File: config.mk
export PLATFORM = sky130hd
export DESIGN_NAME = csi_ctrl
export DESIGN_NICKNAME = d
export VERILOG_FILES = /design/src/rtl/core/csi_pkg.sv /design/src/rtl/core/csi_ctrl.sv
export SDC_FILE = /design/constraint.sdc
export NUM_CORES = 1
export LEC_CHECK = 0
export BUFFER_PORTS_ARGS = -buffer_cell sky130_fd_sc_hd__clkbuf_2
export CAP_MARGIN = 15
export CORE_MARGIN = 5
export CORE_UTILIZATION = 50
export DETAILED_ROUTE_END_ITERATION = 6
export PLACE_DENSITY = 0.77
export SKIP_CTS_REPAIR_TIMING = 1
export SLEW_MARGIN = 20
export SYNTH_ARGS = -nofsm -noshare
export SYNTH_HDL_FRONTEND = slang
export SYNTH_SLANG_ARGS = --single-unit
File: constraint.sdc
create_clock -name clk -period 2.4 [get_ports clk]
set_input_delay 0.72 -clock clk [delete_from_list [all_inputs] [get_ports clk]]
set_output_delay 0.72 -clock clk [all_outputs]
set_load 0.02 [all_outputs]
File: src/rtl/core/csi_pkg.sv
// Shared types, constants and helpers for the column standardizer.
`timescale 1ns / 1ps
package csi_pkg;

  localparam int MAX_ROWS_DEF  = 64;
  localparam int FRAC_BITS_DEF = 16;

  localparam int SAMPLE_W = 16;
  localparam int SUM_W    = 23;
  localparam int SUMSQ_W  = 38;
  localparam int NUM_W    = 2 * SUM_W;
  localparam int VAL_W    = 32;
  localparam int SCALE_W  = 31;
  localparam int QUOT_W   = 64;

  localparam int MEAN_CAP_E   = 40;
  localparam int VAR_CAP_E    = 62;
  localparam int SAMPLE_CAP_E = 34;

  localparam int CFG_IDX_W  = 3;
  localparam int CFG_DATA_W = 1;

  localparam logic [CFG_IDX_W-1:0] CFG_CENTER_EN   = 3'd0;
  localparam logic [CFG_IDX_W-1:0] CFG_CENTER_DATA = 3'd1;
  localparam logic [CFG_IDX_W-1:0] CFG_SCALE_EN    = 3'd2;
  localparam logic [CFG_IDX_W-1:0] CFG_SCALE_DATA  = 3'd3;
  localparam logic [CFG_IDX_W-1:0] CFG_IMPUTE_EN   = 3'd4;

  typedef enum logic [1:0] {
    ERR_NONE = 2'd0,
    ERR_FEW  = 2'd1,
    ERR_ZERO = 2'd2
  } csi_err_t;

  localparam logic signed [VAL_W-1:0] VAL_MAX = 32'sh7fff_ffff;
  localparam logic signed [VAL_W-1:0] VAL_MIN = 32'sh8000_0000;
  localparam logic [SCALE_W-1:0] SCALE_MAX = 31'h7fff_ffff;

  typedef struct packed {
    logic load;
    logic mean_start;
    logic mean_latch;
    logic var_start;
    logic sqrt_start;
    logic scale_latch;
    logic rd;
    logic calc;
    logic sdiv_start;
    logic out_load;
    logic col_done;
  } csi_cmd_t;

  typedef struct packed {
    logic div_done;
    logic sqrt_done;
    logic need_div;
    logic last_row;
    logic out_free;
  } csi_stat_t;

  function automatic logic signed [VAL_W-1:0] sat32(input logic signed [63:0] v);
    logic signed [VAL_W-1:0] r;
    if (v > 64'(VAL_MAX)) r = VAL_MAX;
    else if (v < 64'(VAL_MIN)) r = VAL_MIN;
    else r = v[VAL_W-1:0];
    return r;
  endfunction

  function automatic logic [QUOT_W-1:0] cap_q(input logic [QUOT_W-1:0] q, input logic ovf,
                                             input int e);
    logic [QUOT_W-1:0] c;
    c = 64'd1 << e;
    return (ovf || q >= c) ? c : q;
  endfunction

endpackage

File: src/rtl/core/csi_ctrl.sv
// Sequencer: load the column, form the statistics, emit one result per row.
`timescale 1ns / 1ps
module csi_ctrl import csi_pkg::*; (
  input  logic      clk,
  input  logic      rst,
  input  logic      in_valid,
  input  logic      in_last,
  output logic      in_ready,
  input  csi_stat_t st,
  output csi_cmd_t  cmd
);
  typedef enum logic [10:0] {
    S_LOAD   = 11'b000_0000_0001,
    S_MEAN   = 11'b000_0000_0010,
    S_MEAN_W = 11'b000_0000_0100,
    S_VAR    = 11'b000_0000_1000,
    S_VAR_W  = 11'b000_0001_0000,
    S_SQRT_W = 11'b000_0010_0000,
    S_RD     = 11'b000_0100_0000,
    S_CALC   = 11'b000_1000_0000,
    S_SDIV_W = 11'b001_0000_0000,
    S_OUT    = 11'b010_0000_0000,
    S_SPARE  = 11'b100_0000_0000
  } csi_state_t;

  csi_state_t state, state_next;

  assign in_ready = (state == S_LOAD);

  always_ff @(posedge clk) begin
    if (rst) state <= S_LOAD;
    else state <= state_next;
  end

  always_comb begin
    state_next = state;
    cmd = '0;
    case (state)
      S_LOAD: begin
        if (in_valid) begin
          cmd.load = 1'b1;
          if (in_last) state_next = S_MEAN;
        end
      end
      S_MEAN: begin
        cmd.mean_start = 1'b1;
        state_next = S_MEAN_W;
      end
      S_MEAN_W: begin
        if (st.div_done) begin
          cmd.mean_latch = 1'b1;
          state_next = S_VAR;
        end
      end
      S_VAR: begin
        cmd.var_start = 1'b1;
        state_next = S_VAR_W;
      end
      S_VAR_W: begin
        if (st.div_done) begin
          cmd.sqrt_start = 1'b1;
          state_next = S_SQRT_W;
        end
      end
      S_SQRT_W: begin
        if (st.sqrt_done) begin
          cmd.scale_latch = 1'b1;
          state_next = S_RD;
        end
      end
      S_RD: begin
        cmd.rd = 1'b1;
        state_next = S_CALC;
      end
      S_CALC: begin
        cmd.calc = 1'b1;
        if (st.need_div) begin
          cmd.sdiv_start = 1'b1;
          state_next = S_SDIV_W;
        end else begin
          state_next = S_OUT;
        end
      end
      S_SDIV_W: begin
        if (st.div_done) state_next = S_OUT;
      end
      S_OUT: begin
        if (st.out_free) begin
          cmd.out_load = 1'b1;
          if (st.last_row) begin
            cmd.col_done = 1'b1;
            state_next = S_LOAD;
          end else begin
            state_next = S_RD;
          end
        end
      end
      default: state_next = S_LOAD;
    endcase
  end
endmodule

# Word-level counts from Yosys, hierarchy flattened
# Index checks and enable logic that the tools add are counted.
[word_totals] register_bits=11 input_bits=9 output_inout_bits=12 elab_cells=44
[op_classes] n_eq_ne=17 n_mux=25 n_reduce_logical=1
[ops] op="$pmux W11 S10" count=1
[ops] op="$mux W11" count=7
[ops] op="$ne A2 B2 Y1 const B" count=7
[ops] op="$mux W1" count=12
[ops] op="$eq A11 B1 Y1 const B" count=1
[ops] op="$eq A11 B10 Y1 const B" count=1
[ops] op="$eq A11 B2 Y1 const B" count=1
[ops] op="$eq A11 B3 Y1 const B" count=1
[ops] op="$eq A11 B4 Y1 const B" count=1
[ops] op="$eq A11 B5 Y1 const B" count=1
[ops] op="$eq A11 B6 Y1 const B" count=1
[ops] op="$eq A11 B7 Y1 const B" count=1
[ops] op="$eq A11 B8 Y1 const B" count=1
[ops] op="$eq A11 B9 Y1 const B" count=1
[ops] op="$mux W10" count=1
[ops] op="$mux W7" count=1
[ops] op="$reduce_and A7 Y1" count=1
[ops] op="$mux W2" count=3

# Depth between registers and ports, before layout
# Gate-level depths: netlist (run 1).
[logic_depth] depth_word=3 ltp_mapped=6 mapped_depth_nobuf=5

# Worst setup path after synthesis (run 1)
# No wires, ideal clock.
[synth_path] kind="reg-to-output" start="register state[1]" end="output port cmd[2] in the netlist's numbering" t_arrival_ps=1896 required_ps=1680 setup_slack_ps=-216 path_stages_with_launch=6 n_path_buf=0 cell_sequence="dfxtp_1 > nor4_4 > nand3_1 > nor3b_1 > nand2_1 > inv_1"
[synth_rtl] item="from (decl)" line_no="csi_ctrl.sv:26" source="csi_state_t state, state_next;"
[synth_rtl] item="from (signal assigned)" line_no="csi_ctrl.sv:32" source="else state <= state_next;"
[synth_rtl] item="to (decl)" line_no="csi_ctrl.sv:10" source="output csi_cmd_t cmd"

==> impl_metrics.ini, run 1 <==
[worst_setup_path]
cp-end-kind = output pin
cp_max_fo = 4
reg2reg_from = state[1]
worstSetupEndpoint = cmd[5]
r2r_slack_ns = 0.32
critPathLaunchType = flip-flop
r2r_end = state[9]
timing_worst_setup_path_type = flip-flop to output pin
arrival_ns = 1.81
ff2ff_path_depth = 6
startpoint = state[7]
crit_required_ns = 1.68

[die]
start_util = 0.515
rows = 14
ios = 21
core_area_um2 = 1490
die_area_um2 = 2420
die_w_um = 49.2
die_y_um = 49.2

[place]
place_hpwl_um = 1730
portBuffers = 20
gp_congestion = 0.912
preCtsSetupSlack_ns = 0.0619
dpl.cell_count = 139

[timing]
fin_ws_ns = -0.127
relSlewSlack = 0.753
final.min_clock_period_ns = 2.53
post-route-period-util = 1.05
hold_ws_ns = 0.614
max_freq_mhz = 396
setup_violations = 5
grt_setup_unrepaired = yes
finalMaxSlewViolations = 0
finClkSkew_ns = 0.00373
hold_viol = 0
worst_pin_slew_ns = 0.366

[yosys]
synth_top_area_cell = dfxtp_1
yosys-top-cells-area = dfxtp_1 (26%), nor4_4 (5.5%), a21oi_1 (3.9%)
synth_area_per_cell_um2 = 8.07
synth_edf_count = 0
syn-num-nets = 104
synth_common_cells = dfxtp_1 (10), inv_1 (8), nor2_1 (8)
synth_top_area_share = 0.261
yosysWarningCount = 0
yosysUniqueCellTypes = 37
synth_cells = 95
ys_async_sr_fraction = 0
yosysSeqAreaShare = 0.261
yosysMostFrequentCell = dfxtp_1
synth_flop_cell = dfxtp_1
ys_ff_latch = 10
synth_area_um2 = 767

[clock_tree]
tritoncts = done
clockBufferDepth = 2
htree_levels = 1
clock-sinks = 10
cts.root.buffer_cell = clkbuf_4
cts.clk_slew.worst_paths_ns = 0.07
insertion_delay_ns = 0.28
numCtsBuffers = 3

[global_routing]
grt_overflow = 0
grt_max_degree = 10
antenna_found_initial = 0
grt_pass1_wl_um = 3550
grt_usage = 0.180
grt_pass1_vias = 836

[outcome]
failed_checks = negative setup slack
status = finished, violations left

[detailed_routing]
drc = 0
vias = 903
detail-route-antenna-nets = 0
wl_um = 2480
viasPerCell = 6.06
routedWlPerCell_um = 16.7
firstDrtPassIters = 4
drtIter0Drc = 39

[finish]
synthToLayoutAreaGrowth_pct = 50.4
post_layout_nonfiller_instances = 149
post-route-util = 0.775
drive_above_1_share = 0.541
diodes = 0
regMostFlops = state
reg_top3 = state x10
fin_nets = 143
largest_reg_flops = 10

[min_path]
holdPathStages = 3
hold_class = flip-flop to flip-flop

[pwr]
report.power.total_uw = 714
peakVddDrop_mv = 0.390
power_leakage_nw = 0.536
p_per_area_nw_per_um2 = 619

[run]
maxCapViolations = 0
-- cell type report --
| type | instances | area (µm²) |
|---|---|---|
| multi-input cells | 73 | 594 |
| fillers | 104 | 335 |
| clock buffers | 4 | 36.3 |
| repair buffers | 38 | 260 |
| well taps | 16 | 20.0 |
| flip-flops and latches | 10 | 213 |
| inverters | 8 | 30.0 |
-- stage by stage --
| step | area, µm² | setup TNS [ns] |
|---|---|---|
| 3_3_place_gp | 947 | 0 |
| 5_1_grt | 1150 | -1.02 |
| 3_5_place_dp | 947 | 0 |
| 4_1_cts | 983 | -1.25 |
| 6_report | 1150 | -0.364 |
| 2_1_floorplan | 772 | 0 |
-- routing by layer --
| metal | wire length, µm | vias to the layer above | global-route usage |
|---|---|---|---|
| li1 | - | 427 | - |
| met1 | 970 | 427 | 0.209 |
| met2 | 1290 | 41 | 0.307 |
| met3 | 162 | 8 | 0.0367 |
| met4 | 56 | 0 | 0.0852 |
| met5 | 0 | - | 0 |
-- placed cells by master, fill, tap and decap left out, drive strengths merged --
master / count
nor2: 8
or2b: 1
nor2b: 4
and2: 4
and3: 2
nor3b: 3
nor4b: 1
a2bb2oi: 1
o21ba: 1
o21ai: 7
a32oi: 1
nand4b: 1
a21oi: 6
or4: 4
nand2b: 2
or3b: 1
o21a: 1
nand4: 3
nand3: 4
nand2: 5
or4b: 1
nor3: 1
dfxtp: 10
clkbuf: 17
and4: 1
a311oi: 1
xor2: 2
buf: 25
o311ai: 1
nor4: 5
inv: 8
a41oi: 1
-- kinds of logic after synthesis --
family,after synthesis,synth area share
XOR/XNOR,2,0.0228
buffers and inverters,12,0.0848
flip-flops,10,0.261
AND/OR/NAND/NOR,51,0.467
AO/OA/AOI/OAI,20,0.165
-- how the worst min path moves through the flow --
| stage | slack [ns] | to | startpoint |
|---|---|---|---|
| 2_1_floorplan | 0.54 | state[2] | state[2] |
| 3_3_place_gp | 0.62 | state[7] | state[7] |
| 3_5_place_dp | 0.62 | state[7] | state[7] |
| 4_1_cts | 0.63 | state[7] | state[7] |
| 5_1_grt | 0.65 | state[4] | state[1] |
| 6_report | 0.61 | state[4] | state[1] |
-- power breakdown --
group | internal [mW] | switching, mW | total [mW] | leakage (nW)
combinational | 0.155 | 0.189 | 0.344 | 0.430
clock | 0.0925 | 0.0690 | 0.161 | 0.0210
sequential | 0.184 | 0.0247 | 0.208 | 0.0845
-- worst max-delay path: stages (launching register included) --
cell and delay [ns]:
dfxtp_2 0.34, or4_4 0.56, nor3_4 0.23, nand4b_1 0.13
nor2_1 0.12, buf_4 0.14
No activity file was read; power rests on OpenSTA's default activity.
==> run 2, diff against run 1 <==
Settings changed: MAX_ROUTING_LAYER set to met4.
==> impl_metrics.ini, run 2 (synthesis results as in run 1) <==
[pwr]
power_leakage_nw = 0.537
report.power.total_uw = 715
peakVddDrop_mv = 0.404
p_per_area_nw_per_um2 = 626

[worst_setup_path]
slowest_stage = or4_4
startpoint = state[3]
critPathLaunchType = flip-flop
reg2reg_from = state[1]
cp_max_fo = 5
timing_worst_setup_path_type = flip-flop to output pin
cp-end-kind = output pin
cpPeakStageDelay_ns = 0.56
arrival_ns = 1.85
cp_cell_sequence = or4_4, nor3_4, nand4b_1, nor2_1, buf_4
r2r_slack_ns = 0.33
crit_required_ns = 1.68

[global_routing]
grtUsageMet3 = 0.0367
grt_busiest_layer = met2
grt_max_degree = 10
use_met2 = 0.309
grt.met1_usage = 0.240
grt_overflow = 0
grt_pass1_vias = 845
antenna_found_initial = 0
grt_pass1_wl_um = 3680
grt_usage = 0.193

[clock_tree]
tritoncts = done
numCtsBuffers = 3
cts.clk_slew.worst_paths_ns = 0.08
insertion_delay_ns = 0.28
htree_levels = 1
clockBufferDepth = 2
clock-sinks = 10
cts.root.buffer_cell = clkbuf_4

[timing]
worst_pin_slew_ns = 0.388
finClkSkew_ns = 0.00493
hold_viol = 0
post-route-period-util = 1.07
tns_ns = -0.348
max_freq_mhz = 389
grt_setup_unrepaired = yes
finalMaxSlewViolations = 0
relSlewSlack = 0.739
setup_violations = 4
final.min_clock_period_ns = 2.57
hold_ws_ns = 0.528
fin_ws_ns = -0.170

[finish]
fin_nets = 142
fillers = 107
layout_common_cells = buf_4 (21), clkbuf_2 (11), inv_1 (8)
regMostFlops = state
final_cell_area_um2 = 1140
final_common_cell = buf_4
reg_top3 = state x10
synthToLayoutAreaGrowth_pct = 48.9
post-route-util = 0.767
drive_above_1_share = 0.523
largest_reg_flops = 10
post_layout_nonfiller_instances = 148
diodes = 0

[detailed_routing]
viasPerCell = 5.92
vias = 876
routedWlPerCell_um = 15.6
wl_um = 2300
detail-route-antenna-nets = 0
drc = 0
firstDrtPassIters = 4
drtIter0Drc = 35

[place]
place_hpwl_um = 1680
place_area_um2 = 955
preCtsSetupSlack_ns = 0.0947
dpl.cell_count = 140
portBuffers = 20
gp_congestion = 0.920

[die]
core_area_um2 = 1490
rows = 14
die_area_um2 = 2420
ios = 21
die_w_um = 49.2
start_util = 0.515
die_y_um = 49.2

[min_path]
hold_class = flip-flop to flip-flop
worstHoldStart = state[2]

[run]
maxCapViolations = 0

[outcome]
failed_checks = negative setup slack
status = finished, violations left
==> run 2: changes by cell type in the layout (fill, tap and decap cells not counted), sizes merged <==
cell,change
clkbuf,-2
buf,+1
==> run 2: path summary, 6_finish.rpt <==
path | to | cells past startpoint
hold / removal | state[2] | 2
setup reg to reg | state[9] | 6
setup / recovery | cmd[5] | 5
hold reg to reg | state[2] | 2
==> run 2: cell type report <==
| type | count | area, µm² | share of cell area |
|---|---|---|---|
| inverters | 8 | 30.0 | 0.0263 |
| clock buffers | 4 | 36.3 | 0.0318 |
| repair buffers | 37 | 256 | 0.225 |
| well taps | 16 | 20.0 | 0.0175 |
| flip-flops and latches | 10 | 208 | 0.182 |
| multi-input cells | 73 | 592 | 0.518 |
==> run 2: power by group <==
group / internal [mW] / switching (mW)
Combinational: 0.163 / 0.186
Sequential: 0.180 / 0.0258
Clock: 0.0923 / 0.0678
==> run 2: metal layers <==
metal | up-vias | wire (µm)
li1 | 424 | -
met1 | 415 | 1030
met2 | 33 | 1120
met3 | 4 | 130
met4 | 0 | 26
met5 | - | 0
==> run 2: critical path, delay by kind of cell, from the launching register on <==
kind	cells	cell delay (ns)
and+or+nand+nor	4	1.06
DFF	1	0.36
buffers and inverters	1	0.14
